--- src/dito_pkg.sv ---
// ----------------------------------------------------------------------------
// dito_pkg
// Shared types, codes and decode helpers for the delta id/offset table decoder.
// ----------------------------------------------------------------------------
package dito_pkg;

   typedef enum logic [2:0] {
      PH_TYPE,
      PH_ID,
      PH_OFF,
      PH_DIV,
      PH_MUL
   } phase_type;

   typedef struct packed {
      logic busy;
      logic done;
   } div_status_type;

   localparam logic       REG_POINTER_SIZE = 1'b0;
   localparam logic       REG_ENTRY_COUNT  = 1'b1;

   localparam logic       STATUS_OK     = 1'b0;
   localparam logic       STATUS_BAD_ID = 1'b1;

   localparam logic [3:0] ID_CODE_MAX = 4'd7;

   localparam logic [2:0] CODE_RAW64 = 3'd0;
   localparam logic [2:0] CODE_INC   = 3'd1;
   localparam logic [2:0] CODE_ADD8  = 3'd2;
   localparam logic [2:0] CODE_SUB8  = 3'd3;
   localparam logic [2:0] CODE_ADD16 = 3'd4;
   localparam logic [2:0] CODE_SUB16 = 3'd5;
   localparam logic [2:0] CODE_RAW16 = 3'd6;
   localparam logic [2:0] CODE_RAW32 = 3'd7;

   function automatic logic [3:0] code_len(input logic [2:0] code);
      logic [3:0] len;
      unique case (code)
         CODE_RAW64: len = 4'd8;
         CODE_INC:   len = 4'd0;
         CODE_ADD8,
         CODE_SUB8:  len = 4'd1;
         CODE_RAW32: len = 4'd4;
         default:    len = 4'd2;
      endcase
      return len;
   endfunction

   function automatic logic [63:0] apply_code(input logic [2:0]  code,
                                              input logic [63:0] base,
                                              input logic [63:0] value);
      logic [63:0] res;
      unique case (code)
         CODE_INC:   res = base + 64'd1;
         CODE_ADD8,
         CODE_ADD16: res = base + value;
         CODE_SUB8,
         CODE_SUB16: res = base - value;
         default:    res = value;
      endcase
      return res;
   endfunction

endpackage

--- src/dito_div.sv ---
// ----------------------------------------------------------------------------
// dito_div
// Restoring divider, 64-bit dividend by 5-bit divisor, one quotient bit per
// cycle.
// ----------------------------------------------------------------------------
module dito_div (
   input  logic                     clock,
   input  logic                     reset,
   input  logic                     start,
   input  logic [63:0]              dividend,
   input  logic [4:0]               divisor,
   output dito_pkg::div_status_type status,
   output logic [63:0]              quotient
);

   logic [63:0] quo_ff, quo_in;
   logic [4:0]  rem_ff, rem_in;
   logic [4:0]  dvs_ff, dvs_in;
   logic [5:0]  cnt_ff, cnt_in;
   logic        busy_ff, busy_in;
   logic        done_ff, done_in;
   logic [5:0]  rem_sh;
   logic [5:0]  rem_sub;
   logic        ge;

   assign rem_sh  = {rem_ff, quo_ff[63]};
   assign rem_sub = rem_sh - {1'b0, dvs_ff};
   assign ge      = rem_sh >= {1'b0, dvs_ff};

   always_comb begin
      quo_in  = quo_ff;
      rem_in  = rem_ff;
      dvs_in  = dvs_ff;
      cnt_in  = cnt_ff;
      busy_in = busy_ff;
      done_in = 1'b0;
      if (start) begin
         quo_in  = dividend;
         rem_in  = 5'd0;
         dvs_in  = divisor;
         cnt_in  = 6'd0;
         busy_in = 1'b1;
      end else if (busy_ff) begin
         quo_in = {quo_ff[62:0], ge};
         rem_in = ge ? rem_sub[4:0] : rem_sh[4:0];
         cnt_in = cnt_ff + 6'd1;
         if (cnt_ff == 6'd63) begin
            busy_in = 1'b0;
            done_in = 1'b1;
         end
      end
   end

   always_ff @(posedge clock) begin
      if (reset) begin
         busy_ff <= 1'b0;
         done_ff <= 1'b0;
         cnt_ff  <= 6'd0;
      end else begin
         busy_ff <= busy_in;
         done_ff <= done_in;
         cnt_ff  <= cnt_in;
      end
      quo_ff <= quo_in;
      rem_ff <= rem_in;
      dvs_ff <= dvs_in;
   end

   assign status.busy = busy_ff;
   assign status.done = done_ff;
   assign quotient    = quo_ff;

endmodule

--- src/delta_id_offset_table_decoder_core.sv ---
// ----------------------------------------------------------------------------
// delta_id_offset_table_decoder_core
// Byte-serial decoder for delta-coded id/offset table entries.
//
//   channel   direction  handshake            payload
//   req       in         req_valid/req_ready  req_stream_byte
//   rsp       out        rsp_valid/rsp_ready  rsp_entry_id, rsp_entry_offset,
//                                             rsp_status, rsp_last
//   csr       in         psel/penable/pready  paddr, pwdata, prdata
//
// One byte per cycle while the output register is free. An entry with bit 7
// of its type byte set runs the divider, then apply and scale, req_ready low.
// Synchronous reset; no clearing pass. The result sits in an output register;
// a byte is taken only when that register is empty or being drained.
// ----------------------------------------------------------------------------
module delta_id_offset_table_decoder_core (
   input  logic        clock,
   input  logic        reset,
   input  logic        req_valid,
   output logic        req_ready,
   input  logic [7:0]  req_stream_byte,
   output logic        rsp_valid,
   input  logic        rsp_ready,
   output logic [63:0] rsp_entry_id,
   output logic [63:0] rsp_entry_offset,
   output logic        rsp_status,
   output logic        rsp_last,
   input  logic        psel,
   input  logic        penable,
   input  logic        pwrite,
   input  logic [2:0]  paddr,
   input  logic [31:0] pwdata,
   output logic [31:0] prdata,
   output logic        pready
);

   dito_pkg::phase_type      phase_ff, phase_in;
   dito_pkg::div_status_type div_sts;

   logic [4:0]  ps_ff;
   logic [30:0] count_ff;
   logic [7:0]  type_ff, type_in;
   logic [63:0] acc_ff, acc_in;
   logic [3:0]  bl_ff, bl_in;
   logic [63:0] prev_id_ff, prev_id_in;
   logic [63:0] prev_off_ff, prev_off_in;
   logic [63:0] pend_ff, pend_in;
   logic [30:0] done_ff, done_in;
   logic        stopped_ff, stopped_in;
   logic [63:0] scaled_ff, scaled_in;

   logic        rsp_valid_ff;
   logic [63:0] rsp_id_ff, rsp_off_ff;
   logic        rsp_status_ff, rsp_last_ff;

   logic        emit;
   logic [63:0] emit_id, emit_off;
   logic        emit_status, emit_last;

   logic        out_free, take, active, fin, div_start;
   logic [7:0]  type_cur;
   logic [63:0] acc_cur, acc_new, shift_byte;
   logic [3:0]  len_cur;
   logic [2:0]  pos;
   logic [4:0]  ps_eff;
   logic [63:0] prod;
   logic [30:0] done_next;
   logic [63:0] quotient;
   logic        csr_wr;

   // configuration port
   assign pready = 1'b1;
   assign csr_wr = psel && penable && pwrite;

   always_ff @(posedge clock) begin
      if (reset) begin
         ps_ff    <= 5'd8;
         count_ff <= 31'd0;
      end else if (csr_wr) begin
         if (paddr[2] == dito_pkg::REG_POINTER_SIZE) begin
            ps_ff <= pwdata[4:0];
         end else begin
            count_ff <= pwdata[30:0];
         end
      end
   end

   assign prdata = (paddr[2] == dito_pkg::REG_ENTRY_COUNT) ? {1'b0, count_ff}
                                                            : {27'd0, ps_ff};

   assign ps_eff     = (ps_ff == 5'd0) ? 5'd1 : ps_ff;
   assign out_free   = !rsp_valid_ff || rsp_ready;
   assign req_ready  = out_free && ((phase_ff == dito_pkg::PH_TYPE) ||
                                    (phase_ff == dito_pkg::PH_ID)   ||
                                    (phase_ff == dito_pkg::PH_OFF));
   assign active     = !stopped_ff && (done_ff < count_ff);
   assign take       = req_valid && req_ready && active;
   assign done_next  = done_ff + 31'd1;
   assign len_cur    = dito_pkg::code_len((phase_ff == dito_pkg::PH_OFF) ? type_ff[6:4]
                                                                         : type_ff[2:0]);
   assign pos        = 3'(len_cur - bl_ff);
   assign shift_byte = {56'd0, req_stream_byte} << {pos, 3'b000};
   assign acc_new    = acc_ff | shift_byte;
   assign prod       = scaled_ff * {59'd0, ps_eff};

   dito_div u_div (
      .clock    (clock),
      .reset    (reset),
      .start    (div_start),
      .dividend (prev_off_ff),
      .divisor  (ps_eff),
      .status   (div_sts),
      .quotient (quotient)
   );

   always_comb begin
      phase_in    = phase_ff;
      type_in     = type_ff;
      acc_in      = acc_ff;
      bl_in       = bl_ff;
      prev_id_in  = prev_id_ff;
      prev_off_in = prev_off_ff;
      pend_in     = pend_ff;
      done_in     = done_ff;
      stopped_in  = stopped_ff;
      scaled_in   = scaled_ff;
      fin         = 1'b0;
      type_cur    = type_ff;
      acc_cur     = 64'd0;
      div_start   = 1'b0;
      emit        = 1'b0;
      emit_id     = pend_ff;
      emit_off    = 64'd0;
      emit_status = dito_pkg::STATUS_OK;
      emit_last   = 1'b0;

      unique case (phase_ff)
         dito_pkg::PH_TYPE: begin
            if (take) begin
               type_in  = req_stream_byte;
               type_cur = req_stream_byte;
               acc_in   = 64'd0;
               if (req_stream_byte[3:0] > dito_pkg::ID_CODE_MAX) begin
                  stopped_in  = 1'b1;
                  emit        = 1'b1;
                  emit_id     = 64'd0;
                  emit_status = dito_pkg::STATUS_BAD_ID;
                  emit_last   = 1'b1;
               end else if (dito_pkg::code_len(req_stream_byte[2:0]) == 4'd0) begin
                  pend_in = dito_pkg::apply_code(req_stream_byte[2:0], prev_id_ff, 64'd0);
                  if (dito_pkg::code_len(req_stream_byte[6:4]) == 4'd0) begin
                     fin = 1'b1;
                  end else begin
                     phase_in = dito_pkg::PH_OFF;
                     bl_in    = dito_pkg::code_len(req_stream_byte[6:4]);
                  end
               end else begin
                  phase_in = dito_pkg::PH_ID;
                  bl_in    = dito_pkg::code_len(req_stream_byte[2:0]);
               end
            end
         end
         dito_pkg::PH_ID: begin
            if (take) begin
               bl_in = bl_ff - 4'd1;
               if (bl_ff == 4'd1) begin
                  pend_in = dito_pkg::apply_code(type_ff[2:0], prev_id_ff, acc_new);
                  acc_in  = 64'd0;
                  if (dito_pkg::code_len(type_ff[6:4]) == 4'd0) begin
                     fin = 1'b1;
                  end else begin
                     phase_in = dito_pkg::PH_OFF;
                     bl_in    = dito_pkg::code_len(type_ff[6:4]);
                  end
               end else begin
                  acc_in = acc_new;
               end
            end
         end
         dito_pkg::PH_OFF: begin
            if (take) begin
               bl_in  = bl_ff - 4'd1;
               acc_in = acc_new;
               if (bl_ff == 4'd1) begin
                  fin     = 1'b1;
                  acc_cur = acc_new;
               end
            end
         end
         dito_pkg::PH_DIV: begin
            if (div_sts.done) begin
               scaled_in = dito_pkg::apply_code(type_ff[6:4], quotient, acc_ff);
               phase_in  = dito_pkg::PH_MUL;
            end
         end
         dito_pkg::PH_MUL: begin
            if (out_free) begin
               emit        = 1'b1;
               emit_id     = pend_ff;
               emit_off    = prod[63:0];
               emit_last   = (done_next == count_ff);
               prev_id_in  = pend_ff;
               prev_off_in = prod[63:0];
               done_in     = done_next;
               phase_in    = dito_pkg::PH_TYPE;
               acc_in      = 64'd0;
               bl_in       = 4'd0;
            end
         end
         default: begin
            phase_in = dito_pkg::PH_TYPE;
         end
      endcase

      if (fin) begin
         if (type_cur[7]) begin
            div_start = 1'b1;
            acc_in    = acc_cur;
            phase_in  = dito_pkg::PH_DIV;
         end else begin
            emit        = 1'b1;
            emit_id     = pend_in;
            emit_off    = dito_pkg::apply_code(type_cur[6:4], prev_off_ff, acc_cur);
            emit_last   = (done_next == count_ff);
            prev_id_in  = pend_in;
            prev_off_in = emit_off;
            done_in     = done_next;
            phase_in    = dito_pkg::PH_TYPE;
            acc_in      = 64'd0;
            bl_in       = 4'd0;
         end
      end
   end

   always_ff @(posedge clock) begin
      if (reset) begin
         phase_ff     <= dito_pkg::PH_TYPE;
         type_ff      <= 8'd0;
         acc_ff       <= 64'd0;
         bl_ff        <= 4'd0;
         prev_id_ff   <= 64'd0;
         prev_off_ff  <= 64'd0;
         pend_ff      <= 64'd0;
         done_ff      <= 31'd0;
         stopped_ff   <= 1'b0;
         rsp_valid_ff <= 1'b0;
      end else begin
         phase_ff     <= phase_in;
         type_ff      <= type_in;
         acc_ff       <= acc_in;
         bl_ff        <= bl_in;
         prev_id_ff   <= prev_id_in;
         prev_off_ff  <= prev_off_in;
         pend_ff      <= pend_in;
         done_ff      <= done_in;
         stopped_ff   <= stopped_in;
         if (emit) begin
            rsp_valid_ff <= 1'b1;
         end else if (rsp_ready) begin
            rsp_valid_ff <= 1'b0;
         end
      end
      scaled_ff <= scaled_in;
      if (emit) begin
         rsp_id_ff     <= emit_id;
         rsp_off_ff    <= emit_off;
         rsp_status_ff <= emit_status;
         rsp_last_ff   <= emit_last;
      end
   end

   assign rsp_valid        = rsp_valid_ff;
   assign rsp_entry_id     = rsp_id_ff;
   assign rsp_entry_offset = rsp_off_ff;
   assign rsp_status       = rsp_status_ff;
   assign rsp_last         = rsp_last_ff;

   // assertions
   a_no_req_while_div: assert property (@(posedge clock) disable iff (reset)
      (phase_ff == dito_pkg::PH_DIV || phase_ff == dito_pkg::PH_MUL) |-> !req_ready)
      else $error("byte taken during scaled offset computation");

   a_error_is_last: assert property (@(posedge clock) disable iff (reset)
      (rsp_valid && rsp_status) |-> rsp_last)
      else $error("error transaction not marked last");

   a_div_done_phase: assert property (@(posedge clock) disable iff (reset)
      div_sts.done |-> (phase_ff == dito_pkg::PH_DIV))
      else $error("divider finished outside divide phase");

   a_stop_sticks: assert property (@(posedge clock) disable iff (reset)
      stopped_ff |=> stopped_ff)
      else $error("stop flag cleared without reset");

   a_emit_free: assert property (@(posedge clock) disable iff (reset)
      emit |-> out_free)
      else $error("result overwrote pending transaction");

endmodule

--- config.mk ---
export PLATFORM = sky130hd
export DESIGN_NAME = delta_id_offset_table_decoder_core
export DESIGN_NICKNAME = d
export VERILOG_FILES = /design/src/dito_pkg.sv /design/src/dito_div.sv /design/src/delta_id_offset_table_decoder_core.sv
export SDC_FILE = /design/constraint.sdc
export NUM_CORES = 2
export LEC_CHECK = 0
export ABC_AREA = 1
export BUFFER_PORTS_ARGS = -buffer_cell sky130_fd_sc_hd__buf_2
export CORE_MARGIN = 3
export CORE_UTILIZATION = 40
export CTS_BUF_LIST = sky130_fd_sc_hd__clkbuf_2 sky130_fd_sc_hd__clkbuf_4 sky130_fd_sc_hd__clkbuf_8
export DETAILED_ROUTE_END_ITERATION = 10
export PLACE_DENSITY = 0.57
export SLEW_MARGIN = 25
export SYNTH_ARGS = -nofsm -noshare
export SYNTH_HDL_FRONTEND = slang
export SYNTH_SLANG_ARGS = --single-unit
export TNS_END_PERCENT = 50
--- constraint.sdc ---
create_clock -name clock -period 6 [get_ports clock]
set_input_delay 1.2 -clock clock [delete_from_list [all_inputs] [get_ports clock]]
set_output_delay 1.2 -clock clock [all_outputs]
set_load 0.01 [all_outputs]
* Word level (Yosys, flattened, before mapping) *
Cells that the tools add are included.

word-level totals
  word-level logic and storage cells = 252
  flip-flop bits (word level) = 616

cells by class
  eq/ne operators = 47
  reduce and logical (&&, ||, !) cells = 43
  multiplexer cells = 116
  order comparisons = 3
  shift-type cells = 1
  multipliers = 1
  bitwise logic cells = 3
  add/sub/neg operators = 14

operators by type and width
  kind                                           count
  2-to-1 mux 64 bit                              34
  case mux 64 bit (3 select lines)               3
  case mux 64 bit (2 select lines)               2
  case mux 64 bit (4 select lines)               1
  adder 64 x 1 -> 64 bit, second input constant  3
  adder 64 bit                                   3
  subtractor 64 bit                              3
  2-to-1 mux 31 bit                              5
  2-to-1 mux 4 bit                               21
  multiplier 64 x 5 -> 64 bit                    1
  OR 64 bit                                      1
  case mux 4 bit (4 select lines)                4
  << shifter 8 x 6 -> 64 bit                     1
  == test 3 x 2 -> 1 bit, second input constant  14
  == test 3 bit, second input constant           13
  2-to-1 mux 3 bit                               11
  adder 31 x 1 -> 31 bit, second input constant  1
  == test 31 bit                                 1
  < comparator 31 bit                            1
  2-to-1 mux 1 bit                               25
  OR reduction 2 bit                             11
  == test 3 x 1 -> 1 bit, second input constant  7
  != test 3 bit, second input constant           6
  2-to-1 mux 8 bit                               2
  32 further kinds                               54

* Longest topological paths before layout *
  depth after elaboration = 21
  gate-level depth with buffers = 45
  gate-level depth less buffers = 44

* Modules after synthesis *
Synthesis repeated with hierarchy kept, for this count alone.

second synthesis, totals
  cell total of the unflattened synthesis = 9018
  area total of the unflattened synthesis = 59383.2 um^2

by module, submodules not included
  module                              sequential area each (um^2)  area an instance (um^2)  cells an instance  instances
  delta_id_offset_table_decoder_core  12612.1                      55685.9                  8625               1
  dito_div                            2332.2                       3697.3                   393                1

* Least setup slack after synthesis *
OpenSTA, ideal clock, no wires.

  path kind = input-to-reg
  from = input port req_stream_byte[2]
  to = register rsp_id_ff[0], in the netlist rsp_entry_id[0], enable pin
  arrival time = 5837 ps
  slack = -332 ps
  stages on the path = 18
  data required time = 5505 ps
  library setup time = 495 ps
  path through = inv_1 ha_1 inv_1 nand2_1 inv_1 nand2_1 nor2_1 nand3_1 o31ai_1 inv_1 nor3_1 inv_1 nor2_1 inv_1 nand2_1 inv_2 clkbuf_1 nand2_1

between the ends
  word-level cells in the longest chain between the ends = 12
  elaborated cells on any way between the ends = 21
  those cells by class = order compare: 1; eq/ne: 4; mux: 13; reduce/logical: 3

ends and longest elaborated chain
  what                             line                                       source
  start, declared                  delta_id_offset_table_decoder_core.sv:21   input logic [7:0] req_stream_byte,
  == test 3 x 2 -> 1 bit           dito_pkg.sv:39                             unique case (code)
  OR reduction 2 bit               dito_pkg.sv:39
  case mux 4 bit (4 select lines)  dito_pkg.sv:39
  2-to-1 mux 4 bit                 delta_id_offset_table_decoder_core.sv:143  if (req_stream_byte[3:0] > dito_pkg::ID_CODE_MAX) begin
  2-to-1 mux 4 bit                 delta_id_offset_table_decoder_core.sv:139  if (take) begin
  2-to-1 mux 4 bit                 delta_id_offset_table_decoder_core.sv:137  unique case (phase_ff)
  zero test 4 bit                  delta_id_offset_table_decoder_core.sv:149  end else if (dito_pkg::code_len(req_stream_byte[2:0]) == 4'd0) begin
  2-to-1 mux 1 bit                 delta_id_offset_table_decoder_core.sv:149
  2-to-1 mux 1 bit                 delta_id_offset_table_decoder_core.sv:143
  2-to-1 mux 1 bit                 delta_id_offset_table_decoder_core.sv:139
  case mux 1 bit (3 select lines)  delta_id_offset_table_decoder_core.sv:137
  2-to-1 mux 1 bit (*)             delta_id_offset_table_decoder_core.sv:215  if (fin) begin
  via emit                         delta_id_offset_table_decoder_core.sv:56   logic emit;
  end signal, assigned             delta_id_offset_table_decoder_core.sv:265  rsp_id_ff <= emit_id;
  end, declared                    delta_id_offset_table_decoder_core.sv:53   logic [63:0] rsp_id_ff, rsp_off_ff;

Mark *: on every way through the listed nets, which the timed path passes. The rest lies on a longest branch. The select of a mux whose other input is x is not followed.
A chain may end at the register's enable or synchronous reset.

* Worst setup path after layout *
  from = register phase_ff[1]
  to = register rsp_id_ff[61], in the netlist rsp_entry_id[61], data pin

between the ends
  word-level cells in the longest chain between the ends = 15
  elaborated cells on any way between the ends = 36
  those cells by class = add/sub: 3; eq/ne: 6; shift: 1; mux: 17; bitwise: 1; reduce/logical: 8

ends and longest elaborated chain
  what                                                      line                                                                                                                           source
  start, declared                                           delta_id_offset_table_decoder_core.sv:37                                                                                       dito_pkg::phase_type phase_ff, phase_in;
  start signal, assigned                                    delta_id_offset_table_decoder_core.sv:237                                                                                      phase_ff <= dito_pkg::PH_TYPE;
  start signal, assigned                                    delta_id_offset_table_decoder_core.sv:248                                                                                      phase_ff <= phase_in;
  == test 3 x 2 -> 1 bit                                    delta_id_offset_table_decoder_core.sv:95, delta_id_offset_table_decoder_core.sv:99, delta_id_offset_table_decoder_core.sv:137
  2-to-1 mux 3 bit                                          delta_id_offset_table_decoder_core.sv:99                                                                                       assign len_cur = dito_pkg::code_len((phase_ff == dito_pkg::PH_OFF) ? type_ff[6:4]
  == test 3 x 2 -> 1 bit                                    dito_pkg.sv:39
  OR reduction 2 bit                                        dito_pkg.sv:39
  case mux 3 bit (4 select lines)                           dito_pkg.sv:39
  subtractor 3 bit                                          delta_id_offset_table_decoder_core.sv:101                                                                                      assign pos = 3'(len_cur - bl_ff);
  << shifter 8 x 6 -> 64 bit                                delta_id_offset_table_decoder_core.sv:102                                                                                      assign shift_byte = {56'd0, req_stream_byte} << {pos, 3'b000};
  OR 64 bit                                                 delta_id_offset_table_decoder_core.sv:103                                                                                      assign acc_new = acc_ff | shift_byte;
  subtractor 64 bit / adder 64 bit (equally long branches)  dito_pkg.sv:59, dito_pkg.sv:57
  case mux 64 bit (3 select lines)                          dito_pkg.sv:54                                                                                                                 unique case (code)
  2-to-1 mux 64 bit                                         delta_id_offset_table_decoder_core.sv:166                                                                                      if (bl_ff == 4'd1) begin
  2-to-1 mux 64 bit                                         delta_id_offset_table_decoder_core.sv:164                                                                                      if (take) begin
  case mux 64 bit (2 select lines)                          delta_id_offset_table_decoder_core.sv:137
  2-to-1 mux 64 bit                                         delta_id_offset_table_decoder_core.sv:216                                                                                      if (type_cur[7]) begin
  2-to-1 mux 64 bit (*)                                     delta_id_offset_table_decoder_core.sv:215
  via emit_id[61]                                           delta_id_offset_table_decoder_core.sv:57                                                                                       logic [63:0] emit_id, emit_off;

Mark *: on every way through the listed nets, which the timed path passes. The rest lies on a longest branch.

==> out/qor.txt <==
Max Slew Vio Count = 0
P_leak = 41.0 nW
Synth warn = 0
DR pass1 iterations = 6
Sw frac = 51.1%
Largest stage delay on the critical path = 0.40 ns
Clk root buf = clkbuf_8
Worst Path Buf+Inv = 9
Total Power = 0.0517 W
FF/Latch Area = 0.0150 mm^2
Relative slew slack = 26.8%
# IOs = 215
CTS tree = yes
Mapped Cells = 9030
Maximum clock path buffer count = 3
Synth async-reset ratio = 0%
Final min period = 6.57 ns
Endpoint class of the critical path = register
Die W = 392 um
Final Wtd Congestion = 1.04
Share of power burned in registers = 10.0%
Number of global-route vias before repair = 68128
Status = finished with violations
Final period util = 109%
Starting density of the core = 40.3%
First-pass GRT wire length = 433 mm
Register area share after synthesis = 25.1%
Mux cell area share after synthesis = 0%
Worst Hold Class = register to register
Number of buffers created by CTS = 116
FF+latch count, synth = 615
Synth area leader = edfxtp_1
Final Worst Setup Slack = -0.567 ns
Htree depth = 3
Wire per inst = 23.6 um
Worst VDD drop = 0.000457 V
P_sw = 0.0264 W
Vias/cell = 5.57
Post-Synth Adder-Cell Area = 12.5%
RSZ-0062 raised after global routing = true
Synthesized area per cell = 6.60 um^2
Synth Flop Type = dfxtp_1
CP delay by family, top = simple AND/OR/NAND/NOR gates
Highest Clock Rate = 0.152 GHz
Area after DPL = 0.0740 mm^2
Most used cell, CP = nand2_4
Total Routed Length = 304 mm
Largest net degree at the start of global routing = 122
Crit Path Max Fanout = 5
Die H = 392 um
Nets = 11388
Synth Area in XOR/XNOR = 4.24%
Post-CTS Hold Fix Bufs = 0
Share of cells above drive strength 1 = 33.0%
Detailed placer's ending HPWL = 240 mm
Setup TNS = -51.04 ns
Synth cell types = 79
Power per cell area = 600 mW/mm^2
Initial antenna violation count = 11
CTS clk-pin slew, worst paths = 0.06 ns
Worst path required time = 6.56 ns
Tightest Pin Transition = 1.10 ns
Failing checks = setup timing
Total Die Area = 0.154 mm^2
Arrival time worst endpoint = 7.13 ns
Post-DRT Antenna Nets = 0
Num rows = 141
P_int = 0.0253 W
GRT overflow = 0
Post-Synth Simple-Gate Area = 25.9%
CTS sink cnt = 615
Crit path kind = register to register
Post-synth top cells = 1818 x nand2_1, 1418 x inv_1, 921 x nor2_1
Netlist Area Pre-Place = 0.0596 mm^2
Main area contributors after synthesis = edfxtp_1 13%, dfxtp_1 12%, nand2_1 11%, inv_1 8.9%, a21oi_1 6.6%
Post-Route Utilization = 58.4%
Final Hold Viols = 0
Area of the multi-input gates = 0.0448 mm^2
Core footprint = 0.148 mm^2
Startpoint type of the worst setup path = register
Buffers on Ports = 209
Layout area overhead = 44.7%
Via count = 71788
Max-Cap Viols = 0
Fin area = 0.0863 mm^2
Top-count cell post-synth = nand2_1
Comb pwr share = 80.5%
Clk pwr share = 9.4%
Number of fill cells = 14122
DRC = 0
Clock Skew = 0.0842 ns
Skew-Pair Late Insertion Delay = 0.89 ns
Syn Nets = 9566
Total GRT Usage = 37.7%
Synth Area in Compound Gates = 20.9%
Largest family of logic cells by synthesized area = simple AND/OR/NAND/NOR gates
Post-synth EDFFs = 263
Iteration-0 DRC Markers = 6385
Final setup viols = 205
Share of Yosys cell area claimed by the top area cell type = 13.2%
Crit path max-delay cell type = fa_2
metrics by stage:
step / std cells / hold slack (ns) / setup slack [ns]
3_5_place_dp: 12422 / 0.461 / -1.07
3_3_place_gp: 12422 / 0.456 / -0.995
5_1_grt: 12886 / 0.493 / -0.810
6_report: 12890 / 0.479 / -0.567
2_1_floorplan: 9030 / 0.435 / 0.0181
4_1_cts: 12722 / 0.477 / -0.480
worst paths after layout:
path                                start                           end  slack (ns)  depth (start not counted)
max              phase_ff[1]$_SDFFE_PP0P_    rsp_entry_id[61]$_DFFE_PP_       -0.57                         43
min          u_div.rem_ff[4]$_SDFFE_PP0P_  u_div.rem_ff[4]$_SDFFE_PP0P_        0.48                          2
max reg2reg      phase_ff[1]$_SDFFE_PP0P_    rsp_entry_id[61]$_DFFE_PP_       -0.57                         43
min reg2reg  u_div.rem_ff[4]$_SDFFE_PP0P_  u_div.rem_ff[4]$_SDFFE_PP0P_        0.48                          2
cell usage in the layout (no fill, tap or decap), types with 78 or more instances in the layout:
cell type,instances
a21oi_2,142
nand2_4,78
a21oi_1,609
o21ai_1,99
nand2_2,212
nor2_1,708
nor2_2,98
o21ai_0,608
ha_1,246
a22oi_1,82
o21ai_2,80
nor2_4,132
inv_1,1297
nor3_1,157
fa_1,183
o211ai_1,79
nand4_1,85
inv_2,120
buf_4,1615
dfxtp_1,345
buf_2,208
clkbuf_8,139
nand2_1,1549
buf_6,162
nand3_1,381
xor2_1,196
edfxtp_1,263
tightest hold or removal path: cells and delay by family, from the launching register on:
family | cells | cell delay [ns]
buffers and inverters | 1 | 0.05
flip-flops | 1 | 0.33
AO/OA/AOI/OAI | 1 | 0.07
power groups by stage:
stage	combinational (W)	clock [W]	sequential [W]
6_report	0.0417	0.00488	0.00519
4_1_cts	0.0349	0.00496	0.00517
2_1_floorplan	0.0166	0	0.00525
3_5_place_dp	0.0326	0	0.00524
5_1_grt	0.0443	0.00514	0.00521
3_3_place_gp	0.0324	0	0.00524
final cells by class:
class                      count  area share (%)
antenna                        5          0.0145
clock buffer                 179            2.56
clock inverter                42           0.602
inverter                    1441            6.33
multi-input combinational   6647            52.0
sequential                   615            17.3
tap                         1930            2.80
timing repair buffer        2031            18.4
state kept, by name, summed over array words and instances, names as in the netlist, 6 cells and up:
| signal | flops |
|---|---|
| type_ff | 7 |
| scaled_ff | 64 |
| rsp_entry_id | 64 |
| count_ff | 31 |
| u_div.quotient | 64 |
| rsp_entry_offset | 64 |
| u_div.cnt_ff | 6 |
| done_ff | 31 |
| prev_id_ff | 64 |
| pend_ff | 64 |
| prev_off_ff | 64 |
| acc_ff | 64 |
per-layer routing:
layer / track usage [%] / wire, um
met1: 49.1 / 125000
met2: 60.6 / 137000
met4: 21.2 / 19900
met3: 4.40 / 22600
met5: 0 / 26
cells by family after synthesis:
group / count (synthesis)
AND/OR/NAND/NOR: 3671
other: 2
adder cells (fa/ha/maj): 486
buffers and inverters: 1768
flip-flops: 615
AO/OA/AOI/OAI: 2199
XOR/XNOR: 289
what timing repair did:
item                                    4_1_cts  5_1_grt
resized for setup                           535     1453
cloned                                        4        0
setup buffers                                79      192
endpoints found under the setup margin      250      285
pin swaps                                    93      505
(Power assumes the default switching activity.)
